### config.mk
export PLATFORM = sky130hd
export DESIGN_NAME = preemptive_priority_scheduler_flat
export DESIGN_NICKNAME = d
export VERILOG_FILES = /design/src/design/pps_pkg.sv /design/src/design/pps_if.sv /design/src/design/pps_pick.sv /design/src/design/preemptive_priority_scheduler.sv /design/src/flat_wrapper.sv
export SDC_FILE = /design/constraint.sdc
export NUM_CORES = 1
export LEC_CHECK = 0
export BUFFER_PORTS_ARGS = -buffer_cell sky130_fd_sc_hd__buf_2
export CORE_MARGIN = 2
export CORE_UTILIZATION = 27
export CTS_CLUSTER_DIAMETER = 80
export DETAILED_ROUTE_END_ITERATION = 8
export PLACE_DENSITY = 0.4
export SLEW_MARGIN = 20
export SYNTH_ARGS = -nofsm -noshare
export SYNTH_HDL_FRONTEND = slang
export SYNTH_SLANG_ARGS = --single-unit
### constraint.sdc
create_clock -name clk -period 9.2 [get_ports clk]
set_input_delay 0.92 -clock clk [delete_from_list [all_inputs] [get_ports clk]]
set_output_delay 0.92 -clock clk [all_outputs]
set_load 0.02 [all_outputs]
### src/design/pps_pkg.sv
// ----------------------------------------------------------------------------
// Preemptive priority scheduler package
// Field widths, the job table entry layout and the control group passed to
// the selection unit.
// ----------------------------------------------------------------------------
package pps_pkg;

  localparam int ARR_W     = 10;
  localparam int BURST_W   = 8;
  localparam int LVL_W     = 8;
  localparam int TIME_W    = 13;
  localparam int OUT_IDX_W = 4;

  localparam logic [TIME_W-1:0] TIME_MAX = {TIME_W{1'b1}};

  // One row of the job table.
  typedef struct packed {
    logic [ARR_W-1:0]   arr;
    logic [BURST_W-1:0] rem;
    logic [LVL_W-1:0]   lvl;
    logic [TIME_W-1:0]  start;
    logic               started;
  } job_entry_t;

  // Control from the sequencer to the selection unit.
  typedef struct packed {
    logic clear;
    logic cand_vld;
  } pick_ctl_t;

endpackage

### src/design/pps_if.sv
// ----------------------------------------------------------------------------
// Preemptive priority scheduler channels
// Valid/ready channels for job words in and completion words out.
// ----------------------------------------------------------------------------
interface pps_in_if;
  logic                        valid;
  logic                        ready;
  logic [pps_pkg::ARR_W-1:0]   arrival_time;
  logic [pps_pkg::BURST_W-1:0] burst_length;
  logic [pps_pkg::LVL_W-1:0]   priority_level;
  logic                        last_job;

  modport source (output valid, arrival_time, burst_length, priority_level, last_job,
                  input ready);
  modport sink (input valid, arrival_time, burst_length, priority_level, last_job,
                output ready);
endinterface

interface pps_out_if;
  logic                          valid;
  logic                          ready;
  logic [pps_pkg::OUT_IDX_W-1:0] job_index;
  logic [pps_pkg::TIME_W-1:0]    start_time;
  logic [pps_pkg::TIME_W-1:0]    finish_time;
  logic [pps_pkg::TIME_W-1:0]    turnaround;
  logic                          last_result;

  modport source (output valid, job_index, start_time, finish_time, turnaround, last_result,
                  input ready);
  modport sink (input valid, job_index, start_time, finish_time, turnaround, last_result,
                output ready);
endinterface

### src/design/pps_pick.sv
// ----------------------------------------------------------------------------
// Preemptive priority scheduler selection unit
// Keeps the best ready job seen so far while the job table is scanned.
// ----------------------------------------------------------------------------
module pps_pick #(
  parameter int IDX_W = 4
) (
  input  logic                         clk,
  input  logic                         rst_n,
  input  pps_pkg::pick_ctl_t           ctl,
  input  logic [IDX_W-1:0]             cand_idx,
  input  pps_pkg::job_entry_t          cand,
  input  logic [pps_pkg::TIME_W-1:0]   clock_now,
  output logic                         best_vld,
  output logic [IDX_W-1:0]             best_idx,
  output pps_pkg::job_entry_t          best
);

  logic                best_vld_r;
  logic [IDX_W-1:0]    best_idx_r;
  pps_pkg::job_entry_t best_r;
  logic                cand_ready;
  logic                better;
  logic                take;

  // A job is ready once it has arrived and still needs service.
  assign cand_ready = ({{(pps_pkg::TIME_W - pps_pkg::ARR_W){1'b0}}, cand.arr} <= clock_now) &&
                      (cand.rem != '0);

  // Strict compare: on a full tie the earlier scanned (lower) index stays.
  assign better = !best_vld_r || (cand.lvl < best_r.lvl) ||
                  ((cand.lvl == best_r.lvl) && (cand.arr < best_r.arr));

  assign take = ctl.cand_vld && cand_ready && better;

  always_ff @(posedge clk) begin
    if (!rst_n) begin
      best_vld_r <= 1'b0;
    end else if (ctl.clear) begin
      best_vld_r <= 1'b0;
    end else if (take) begin
      best_vld_r <= 1'b1;
    end
  end

  always_ff @(posedge clk) begin
    if (take && !ctl.clear) begin
      best_idx_r <= cand_idx;
      best_r     <= cand;
    end
  end

  assign best_vld = best_vld_r;
  assign best_idx = best_idx_r;
  assign best     = best_r;

endmodule

### src/design/preemptive_priority_scheduler.sv
// ----------------------------------------------------------------------------
// Preemptive priority scheduler
// Loads a table of jobs, then runs a preemptive priority schedule over it and
// reports each job as it completes.
// ----------------------------------------------------------------------------
// Usage:
//   in_ch carries one job per word. Words are taken one per cycle into the
//   job table while the block is loading. A word with last_job set closes the
//   table and starts the schedule; in_ch.ready stays low until the last
//   completion word of that table has been produced. Jobs beyond MAX_JOBS
//   are dropped, but their last_job flag still starts the schedule.
//   out_ch carries one word per completed job, in completion order, and
//   last_result marks the final one of the table.
//   Timing: each simulated time unit is one pass over the job table through
//   its single read port, scanned one entry a cycle, after which the
//   registered read is compared and the chosen entry is written back.
//   The completion word sits in an output register. A stalled receiver
//   holds the schedule only when a further completion is ready; after the
//   final completion the block returns to loading at once.
//   Reset (rst_n low, synchronous) empties the table, zeroes the time and
//   returns the block to loading; no clearing pass is needed.
// ----------------------------------------------------------------------------
module preemptive_priority_scheduler #(
  parameter int MAX_JOBS = 16
) (
  input  logic      clk,
  input  logic      rst_n,
  pps_in_if.sink    in_ch,
  pps_out_if.source out_ch
);

  localparam int IDX_W = (MAX_JOBS > 1) ? $clog2(MAX_JOBS) : 1;
  localparam int CNT_W = $clog2(MAX_JOBS + 1);
  localparam logic [CNT_W-1:0] JOBS_FULL = CNT_W'(MAX_JOBS);

  typedef enum logic [1:0] {ST_LOAD, ST_SCAN, ST_UPDATE} state_t;

  state_t state_r;

  // Bookkeeping registers.
  logic [CNT_W-1:0]           job_count_r;
  logic [CNT_W-1:0]           done_count_r;
  logic [pps_pkg::TIME_W-1:0] clock_now_r;
  logic [CNT_W-1:0]           rd_idx_r;
  logic                       rd_vld_r;
  logic [IDX_W-1:0]           rd_tag_r;

  // Job table: one write port, one registered read port.
  pps_pkg::job_entry_t job_mem [MAX_JOBS];
  pps_pkg::job_entry_t mem_q_r;
  logic                mem_re;
  logic                mem_we;
  logic [IDX_W-1:0]    mem_waddr;
  pps_pkg::job_entry_t mem_wdata;

  // Output register.
  logic                          out_valid_r;
  logic [pps_pkg::OUT_IDX_W-1:0] out_index_r;
  logic [pps_pkg::TIME_W-1:0]    out_start_r;
  logic [pps_pkg::TIME_W-1:0]    out_finish_r;
  logic [pps_pkg::TIME_W-1:0]    out_turn_r;
  logic                          out_last_r;

  // Selection unit.
  pps_pkg::pick_ctl_t  pick_ctl;
  logic                best_vld;
  logic [IDX_W-1:0]    best_idx;
  pps_pkg::job_entry_t best;

  // Datapath helpers.
  logic                             in_acc;
  logic                             store_en;
  pps_pkg::job_entry_t              load_entry;
  pps_pkg::job_entry_t              upd_entry;
  logic [pps_pkg::BURST_W-1:0]      rem_dec;
  logic                             is_done;
  logic [pps_pkg::TIME_W-1:0]       clock_nxt;
  logic [pps_pkg::TIME_W-1:0]       turn_nxt;
  logic [CNT_W-1:0]                 done_nxt;
  logic                             is_final;
  logic                             upd_stall;
  logic                             upd_go;
  logic                             out_load;
  logic [IDX_W+pps_pkg::OUT_IDX_W-1:0] idx_ext;

  // Load side.
  assign in_ch.ready = (state_r == ST_LOAD);
  assign in_acc      = in_ch.valid && in_ch.ready;
  assign store_en    = in_acc && (job_count_r != JOBS_FULL);

  // A zero burst is served as a single unit.
  assign load_entry.arr     = in_ch.arrival_time;
  assign load_entry.rem     = (in_ch.burst_length == '0) ?
                              pps_pkg::BURST_W'(1) : in_ch.burst_length;
  assign load_entry.lvl     = in_ch.priority_level;
  assign load_entry.start   = '0;
  assign load_entry.started = 1'b0;

  // Update of the chosen job for one time unit.
  assign rem_dec   = best.rem - pps_pkg::BURST_W'(1);
  assign is_done   = (rem_dec == '0);
  assign clock_nxt = (clock_now_r == pps_pkg::TIME_MAX) ?
                     clock_now_r : clock_now_r + pps_pkg::TIME_W'(1);
  assign turn_nxt  = clock_nxt -
                     {{(pps_pkg::TIME_W - pps_pkg::ARR_W){1'b0}}, best.arr};
  assign done_nxt  = done_count_r + CNT_W'(1);
  assign is_final  = (done_nxt == job_count_r);
  assign idx_ext   = {{pps_pkg::OUT_IDX_W{1'b0}}, best_idx};

  assign upd_entry.arr     = best.arr;
  assign upd_entry.rem     = rem_dec;
  assign upd_entry.lvl     = best.lvl;
  assign upd_entry.start   = best.started ? best.start : clock_now_r;
  assign upd_entry.started = 1'b1;

  // A completion waits while the previous one is still unclaimed.
  assign upd_stall = best_vld && is_done && out_valid_r && !out_ch.ready;
  assign upd_go    = (state_r == ST_UPDATE) && !upd_stall;
  assign out_load  = upd_go && best_vld && is_done;

  assign mem_re    = (state_r == ST_SCAN) && (rd_idx_r < job_count_r);
  assign mem_we    = store_en || (upd_go && best_vld);
  assign mem_waddr = store_en ? job_count_r[IDX_W-1:0] : best_idx;
  assign mem_wdata = store_en ? load_entry : upd_entry;

  always_ff @(posedge clk) begin
    if (mem_we) begin
      job_mem[mem_waddr] <= mem_wdata;
    end
    if (mem_re) begin
      mem_q_r <= job_mem[rd_idx_r[IDX_W-1:0]];
    end
  end

  assign pick_ctl.clear    = (state_r == ST_LOAD) || upd_go;
  assign pick_ctl.cand_vld = (state_r == ST_SCAN) && rd_vld_r;

  pps_pick #(
    .IDX_W (IDX_W)
  ) u_pick (
    .clk       (clk),
    .rst_n     (rst_n),
    .ctl       (pick_ctl),
    .cand_idx  (rd_tag_r),
    .cand      (mem_q_r),
    .clock_now (clock_now_r),
    .best_vld  (best_vld),
    .best_idx  (best_idx),
    .best      (best)
  );

  // Sequencer: load, scan the table, then advance one time unit.
  always_ff @(posedge clk) begin
    if (!rst_n) begin
      state_r      <= ST_LOAD;
      job_count_r  <= '0;
      done_count_r <= '0;
      clock_now_r  <= '0;
      rd_idx_r     <= '0;
      rd_vld_r     <= 1'b0;
      out_valid_r  <= 1'b0;
    end else begin
      // A word taken in the same cycle as a new completion is replaced by it.
      if (out_ch.valid && out_ch.ready && !out_load) begin
        out_valid_r <= 1'b0;
      end
      unique case (state_r)
        ST_LOAD: begin
          if (in_acc) begin
            if (store_en) begin
              job_count_r <= job_count_r + CNT_W'(1);
            end
            if (in_ch.last_job) begin
              state_r  <= ST_SCAN;
              rd_idx_r <= '0;
              rd_vld_r <= 1'b0;
            end
          end
        end
        ST_SCAN: begin
          rd_vld_r <= mem_re;
          rd_tag_r <= rd_idx_r[IDX_W-1:0];
          if (mem_re) begin
            rd_idx_r <= rd_idx_r + CNT_W'(1);
          end
          // The last read compares in this cycle.
          if (rd_idx_r == job_count_r) begin
            state_r <= ST_UPDATE;
          end
        end
        ST_UPDATE: begin
          if (upd_go) begin
            rd_idx_r <= '0;
            rd_vld_r <= 1'b0;
            if (out_load) begin
              out_valid_r  <= 1'b1;
              out_index_r  <= idx_ext[pps_pkg::OUT_IDX_W-1:0];
              out_start_r  <= upd_entry.start;
              out_finish_r <= clock_nxt;
              out_turn_r   <= turn_nxt;
              out_last_r   <= is_final;
              if (is_final) begin
                job_count_r  <= '0;
                done_count_r <= '0;
                clock_now_r  <= '0;
                state_r      <= ST_LOAD;
              end else begin
                done_count_r <= done_nxt;
                clock_now_r  <= clock_nxt;
                state_r      <= ST_SCAN;
              end
            end else begin
              clock_now_r <= clock_nxt;
              state_r     <= ST_SCAN;
            end
          end
        end
        default: begin
          state_r <= ST_LOAD;
        end
      endcase
    end
  end

  assign out_ch.valid       = out_valid_r;
  assign out_ch.job_index   = out_index_r;
  assign out_ch.start_time  = out_start_r;
  assign out_ch.finish_time = out_finish_r;
  assign out_ch.turnaround  = out_turn_r;
  assign out_ch.last_result = out_last_r;

`ifndef ASSERT_OFF
  // No more jobs can complete than were loaded.
  a_done_le_jobs : assert property (@(posedge clk) disable iff (!rst_n)
    done_count_r <= job_count_r)
    else $error("completion count exceeds job count");

  // The final completion empties the table and returns to loading.
  a_final_clears : assert property (@(posedge clk) disable iff (!rst_n)
    (upd_go && best_vld && is_done && is_final) |=>
      (job_count_r == '0) && (state_r == ST_LOAD) && out_valid_r)
    else $error("table not cleared after final completion");

  // The table is never written while it is being scanned.
  a_no_write_in_scan : assert property (@(posedge clk) disable iff (!rst_n)
    (state_r == ST_SCAN) |-> !mem_we)
    else $error("job table written during scan");

  // Time only moves forward during a schedule.
  a_time_forward : assert property (@(posedge clk) disable iff (!rst_n)
    (state_r != ST_LOAD) |=> (clock_now_r >= $past(clock_now_r)) || (state_r == ST_LOAD))
    else $error("time went backward during schedule");

  // A chosen job always has service left when it is updated.
  a_best_has_work : assert property (@(posedge clk) disable iff (!rst_n)
    ((state_r == ST_UPDATE) && best_vld) |-> (best.rem != '0))
    else $error("chosen job has no remaining service");
`endif

endmodule
### src/flat_wrapper.sv
// flat-port wrapper written by rule: the top's interface ports become plain ports
module preemptive_priority_scheduler_flat 
#(
  parameter int MAX_JOBS = 16
)
  (clk, rst_n, in_ch_valid, in_ch_arrival_time, in_ch_burst_length, in_ch_priority_level, in_ch_last_job, in_ch_ready, out_ch_valid, out_ch_job_index, out_ch_start_time, out_ch_finish_time, out_ch_turnaround, out_ch_last_result, out_ch_ready);
  pps_in_if in_ch_i ();
  pps_out_if out_ch_i ();
  input  logic clk;
  input  logic rst_n;
  input wire logic [$bits(in_ch_i.valid)-1:0] in_ch_valid;
  input wire logic [$bits(in_ch_i.arrival_time)-1:0] in_ch_arrival_time;
  input wire logic [$bits(in_ch_i.burst_length)-1:0] in_ch_burst_length;
  input wire logic [$bits(in_ch_i.priority_level)-1:0] in_ch_priority_level;
  input wire logic [$bits(in_ch_i.last_job)-1:0] in_ch_last_job;
  output wire logic [$bits(in_ch_i.ready)-1:0] in_ch_ready;
  output wire logic [$bits(out_ch_i.valid)-1:0] out_ch_valid;
  output wire logic [$bits(out_ch_i.job_index)-1:0] out_ch_job_index;
  output wire logic [$bits(out_ch_i.start_time)-1:0] out_ch_start_time;
  output wire logic [$bits(out_ch_i.finish_time)-1:0] out_ch_finish_time;
  output wire logic [$bits(out_ch_i.turnaround)-1:0] out_ch_turnaround;
  output wire logic [$bits(out_ch_i.last_result)-1:0] out_ch_last_result;
  input wire logic [$bits(out_ch_i.ready)-1:0] out_ch_ready;
  assign in_ch_i.valid = in_ch_valid;
  assign in_ch_i.arrival_time = in_ch_arrival_time;
  assign in_ch_i.burst_length = in_ch_burst_length;
  assign in_ch_i.priority_level = in_ch_priority_level;
  assign in_ch_i.last_job = in_ch_last_job;
  assign in_ch_ready = in_ch_i.ready;
  assign out_ch_valid = out_ch_i.valid;
  assign out_ch_job_index = out_ch_i.job_index;
  assign out_ch_start_time = out_ch_i.start_time;
  assign out_ch_finish_time = out_ch_i.finish_time;
  assign out_ch_turnaround = out_ch_i.turnaround;
  assign out_ch_last_result = out_ch_i.last_result;
  assign out_ch_i.ready = out_ch_ready;
  preemptive_priority_scheduler #(.MAX_JOBS(MAX_JOBS)) u_core (.clk(clk), .rst_n(rst_n), .in_ch(in_ch_i), .out_ch(out_ch_i));
endmodule
[Word-level counts from Yosys, hierarchy flattened]
Memories as Yosys holds them, arrays and structs flattened. A register that Yosys moved wholly into a read port is not among the register bits.
Cells that the tools add are included.
Word-level totals
  flip-flop bits (word level): 125
  latch bits: 0
  memory bits (writable): 640
  bits in read-only memories: 0
  bits of input ports: 31
  logic and storage cells: 124
  memories kept: 1
Cells by class
  add/sub/neg operators: 6
  multipliers: 0
  divide/modulo/power cells: 0
  $lt $le $gt $ge: 4
  equal/unequal tests: 15
  shift-type cells: 0
  mux-type cells: 36
  bitwise logic cells: 1
  reduce and logical (&&, ||, !) cells: 41
Memories
  u_core.job_mem: words 16, width 40, read ports 1, clocked after memory_dff 1, wr ports 1, RTL line preemptive_priority_scheduler.sv:49  | pps_pkg::job_entry_t job_mem [MAX_JOBS];
Operators with widths (count)
  $mux W13: 4
  $mux W5: 10
  $mux W40: 1
  $logic_and A1 B1 Y1: 17
  $logic_not A8 Y1: 2
  $add A5 B1 Y5 const B: 3
  $pmux W5 S3: 1
  $add A13 B1 Y13 const B: 1
  $eq A13 B13 Y1 const B: 1
  $le A10 B13 Y1: 1
  $sub A13 B10 Y13: 1
  $reduce_and A4 Y1: 3
  $mux W1: 11
  $eq A5 B5 Y1: 2
  $lt A10 B10 Y1: 1
  $pmux W5 S2: 1
  $eq A8 B8 Y1: 1
  $lt A8 B8 Y1: 1
  $mux W2: 4
  $mux W8: 1
  $ne A2 B1 Y1 const B: 4
  $ne A2 B2 Y1 const B: 4
  $reduce_bool A8 Y1: 1
  $sub A8 B1 Y8 const B: 1
  18 further kinds: 26

[Longest topological paths before layout]
  word-level depth: 15
  gate-level depth with buffers: 14
  gate-level depth less buffers: 14

[Modules after synthesis]
A second synthesis with hierarchy kept.
Second synthesis, totals
  cells, all modules: 1603
  area total of the unflattened synthesis: 32079.5 um^2
By module, submodules not included
  preemptive_priority_scheduler: times used 1, cells each 1458, area an instance 30000.0 um^2, sequential area each 22501.6 um^2
  pps_pick: times used 1, cells each 145, area an instance 2079.5 um^2, sequential area each 1341.3 um^2

[Worst setup path before layout]
Ideal clock, no wire load.
  path type: register -> register
  start: register u_core.u_pick.best_r (netlist bit u_core.u_pick.best[22])
  end: memory u_core.job_mem[10][0] in the netlist's numbering, enable pin
  library setup time: 0.487 ns
  data arrival time: 4.916 ns
  data required time: 8.713 ns
  path slack: 3.797 ns
  cell stages (with the launch flop): 10
  cells stage by stage: edfxtp_1 > inv_1 > ha_1 > buf_2 > or3b_2 > or4b_4 > a21oi_4 > o2111ai_1 > a41oi_2 > nor3_1
Between the ends
  cells in the longest elaborated chain, start to end: 11
RTL lines
  start: declaration: RTL line pps_pick.sv:21  | pps_pkg::job_entry_t best_r;
  start signal: assignment: RTL line pps_pick.sv:49  | best_r <= cand;
  $sub A8 B1 Y8: RTL line preemptive_priority_scheduler.sv:100  | assign rem_dec = best.rem - pps_pkg::BURST_W'(1);
  $logic_not A8 Y1: RTL line preemptive_priority_scheduler.sv:101  | assign is_done = (rem_dec == '0);
  $logic_and A1 B1 Y1 (3 in a row): RTL line preemptive_priority_scheduler.sv:117  | assign upd_stall = best_vld && is_done && out_valid_r && !out_ch.ready;
  $logic_not A1 Y1: RTL line preemptive_priority_scheduler.sv:118  | assign upd_go = (state_r == ST_UPDATE) && !upd_stall;
  $logic_and A1 B1 Y1: RTL line preemptive_priority_scheduler.sv:118
  $logic_and A1 B1 Y1: RTL line preemptive_priority_scheduler.sv:122  | assign mem_we = store_en || (upd_go && best_vld);
  $logic_or A1 B1 Y1: RTL line preemptive_priority_scheduler.sv:122
  $mux W1: RTL line preemptive_priority_scheduler.sv:127  | if (mem_we) begin
  $mux W1 (not written as such): RTL line preemptive_priority_scheduler.sv:128  | job_mem[mem_waddr] <= mem_wdata;
  end: declaration: RTL line preemptive_priority_scheduler.sv:49
Every way passes these cells.

[Final worst setup path]
  start: register u_core.u_pick.best_r (netlist bit u_core.u_pick.best[22])
  end: memory u_core.job_mem[2][13] in the netlist's numbering, enable pin
Same word-level chain as after synthesis.

==> results by group <==
Run status
  – Outcome: finished, final reports clean

Placed design
  – # port buffers: 76
  – Placed cell area: around 35,000 um2
  – DPL Wire Length: approximately 50,000 um
  – RePlAce Congestion: 0.7443

Clock tree
  – H-tree Lvls: 3
  – Max clock buf depth: 3
  – TritonCTS Buffers: between 90 and 100
  – CTS sink cnt: 805
  – Root Driver: clkbuf_16
  – Post-cts sizing count: 0
  – Clock slew at reported path FFs: 0.06 ns
  – CTS tree: done
  – Post-CTS Setup Inserts: 0
  – CTS Hold Bufs: 0
  – Worst skew pair latency: around 0.64 ns

Timing
  – Max Fclk: around 250 MHz
  – RSZ-0062 raised after global routing: no
  – Skew final: 0.01458 ns
  – Final Cycle Share: 44.06%
  – Setup total negative slack: 0 ns
  – Fin. Hold Viols: 0
  – Hold Slack: between 0.4 and 0.5 ns
  – Post-layout min period: just over 4 ns
  – Least-Margin Pin Slew: 1.108 ns
  – Worst rel slew slack: 26.15%
  – Endpoints failing setup: 0
  – Max Slew Vio Count: 0

Critical path
  – Crit path to: u_core.job_mem[2][13]
  – Slowest stage delay, CP: roughly 0.71 ns
  – Max Fanout on Critical Path: 40
  – Arrival time worst endpoint: 4.31 ns
  – Critical path capture point type: flop
  – FF-to-FF path depth: 9
  – Crit path from: u_core.u_pick.best[22]
  – Setup crit start kind: flop
  – Critical path class: reg2reg
  – Critical Path RT: 9.46 ns
  – R2r setup slk: slightly above 5 ns
  – Crit path cell chain: inv_1, ha_1, or3b_2, a21oi_1, nor3_1, o2111a_1, or4_1, a21oi_4, buf_4
  – Slowest cell on the critical path: or4_1
  – Reg-to-Reg Start: u_core.u_pick.best[22]
  – RR Endpoint: u_core.job_mem[2][13]

Global routing
  – Antenna violations before repair: 1
  – Vias in the first global route: 17,007
  – GRT overflow: 0
  – Wire length of the first global-routing pass: roughly 120,000 um
  – All-layer global routing usage: around 14%
  – Largest net degree at the start of global routing: 91

Synth
  – Fraction of registers with async set or reset after synthesis: 0%
  – FF+latch count, synth: 805
  – Share of synthesized cell area in full adder, half adder and majority cells: 1.969%
  – Post-synth EDFFs: ~770
  – Post-synthesis mux area share: between 10 and 15%
  – Synthesized instance count: ~1,600
  – Most frequent cell after synthesis: edfxtp_1
  – Post-Synth XOR/XNOR Area: 0.8444%
  – Sequential share of the synthesized area: roughly three quarters
  – Synth warn: 0
  – Syn_nets: 1,697
  – Syn Area/Cell: ~20 um2
  – Ys flop type: edfxtp_1
  – Commonest cells in the netlist: edfxtp_1 (772), mux4_2 (200), nand2_1 (67)
  – Synth Area in Simple Gates: under 10%
  – Mapped cell area: 32,150 um2
  – Area share of the largest cell type after synthesis: 72.10%
  – Leading area contributor after synthesis: edfxtp_1
  – Synth area leaders: edfxtp_1 (72%), mux4_2 (14%), dfxtp_1 (2.1%)
  – Post-synth cell types: slightly below 70
  – Largest family of logic cells by synthesized area: multiplexers
  – Compound-Gate Fraction of Synth Area: between 3 and 4%

Finish
  – Layout cell share with drive strength beyond 1: 27.65%
  – Nets: ~1,900
  – Post-route design area: about 38,000 um2
  – Synthesis-to-finish area growth: 17.50%

Power
  – Cell Pwr Density: ~220 nW/um2
  – P_leak: approximately 12 nW
  – Max VDD drop: about 0.13 mV

Routing
  – Drt total wl: between 80,000 and 90,000 um
  – Vias: about 16,000
  – Total iterations of the first detailed-routing run: 5
  – Initial DRC count: around 1,000
  – Via/cell ratio: 4.714
  – DR DRC count: 0
  – Routed WL per cell: around 24 um
  – Antenna viol nets, final: 0

Die
  – Die area: 121,900 um2
  – Core area: around 120,000 um2
  – Num rows: roughly 130
  – I/O pin count: 77
  – Chip width: ~350 um
  – Die height: between 300 and 400 um
  – Initial Util: 27.23%

Flow run
  – Max cap viols: 0

Worst hold path
  – Min-Delay Path Class: reg2reg
## report_power, final
group | total (W) | switching [W] | internal, W
clock | 0.00358 | 0.00146 | 0.00212
combinational | 0.000449 | 0.000283 | 0.000166
sequential | 0.00416 | 0.0000304 | 0.00413
total | 0.00819 | 0.00178 | 0.00641
## layout by cell type (no fill, tap or decap), drive strengths merged, types with 5 or more instances in the layout
cell,count
a21boi,6
a21o,8
a21oi,32
a31oi,12
and2,16
and3,17
buf,134
bufinv,7
clkbuf,114
clkinv,47
dfxtp,33
edfxtp,772
ha,49
inv,56
mux4,200
nand2,67
nand3,17
nand4,10
nor2,27
nor2b,7
nor3,23
nor4,5
o2111ai,11
o211ai,15
o21a,5
o21ai,65
or4,5
xnor2,22
xor2,9
## registers in the layout (all words and copies together), names as in the netlist, 4 cells and up
| name | cells |
|---|---|
| u_core.out_ch.start_time | 13 |
| u_core.job_count_r | 5 |
| u_core.job_mem | 640 |
| u_core.u_pick.best_idx | 4 |
| u_core.rd_tag_r | 4 |
| u_core.out_ch.finish_time | 13 |
| u_core.u_pick.best | 40 |
| u_core.clock_now_r | 13 |
| u_core.mem_q_r | 40 |
| u_core.done_count_r | 5 |
| u_core.out_ch.turnaround | 13 |
| u_core.out_ch.job_index | 4 |
| u_core.rd_idx_r | 5 |
## per-stage QoR
stage               total power [W]  instances  setup WS [ns]  util, %
global placement           0.004688       3219          5.235    29.48
detailed placement         0.004700       3219          5.156    29.48
global route               0.008497       3391          4.936    31.99
floorplan                  0.004502       1616          3.797        -
finish                     0.008191       3392          5.147    32.00
CTS                        0.008319       3391          5.130    31.99
## layout make-up
class	count	area [um2]
fill	11286	80300
clock buffer	114	2491
tap	1536	1922
timing repair buffer	134	828.3
clock inverter	58	469.2
inverter	52	195.2
sequential	805	23860
multi-input combinational	692	8018
antenna	1	2.502
## cells by family after synthesis
kind of cell | count (synthesis)
AOI/OAI and AO/OA | 185
xor gates and xnor gates | 31
adders and majority gates | 50
buffers and inverters | 119
DFF | 805
muxes | 206
and+or+nand+nor | 220
## worst min-delay path by stage
stage,from,endpoint,slack (ns),cells after the start
finish,u_core.mem_q_r[2],u_core.u_pick.best[2],0.42,0
CTS,u_core.mem_q_r[4],u_core.u_pick.best[4],0.42,0
global placement,u_core.mem_q_r[1],u_core.u_pick.best[1],0.40,0
global route,u_core.rd_tag_r[2],u_core.u_pick.best_idx[2],0.43,0
detailed placement,u_core.mem_q_r[4],u_core.u_pick.best[4],0.40,0
floorplan,u_core.mem_q_r[0],u_core.u_pick.best[0],0.40,0
## routing by layer
metal	wire [um]	vias to the layer above	track usage [%]	part of all wire, %
met3	2701	112	2.129	3.3
met4	1523	0	3.105	1.8
met1	39260	8532	19.50	47
met5	0	-	0	0
met2	39610	311	22.29	48
li1	-	7035	-	-
## critical path, delay by kind of cell, from the launching register on
| kind | cells | cell delay [ns] |
|---|---|---|
| AO/OA/AOI/OAI | 3 | 0.67 |
| adder cells (fa/ha/maj) | 1 | 0.35 |
| buffers and inverters | 2 | 0.76 |
| flip-flops | 1 | 0.48 |
| AND/OR/NAND/NOR | 3 | 1.37 |
(Power assumes the default switching activity.)
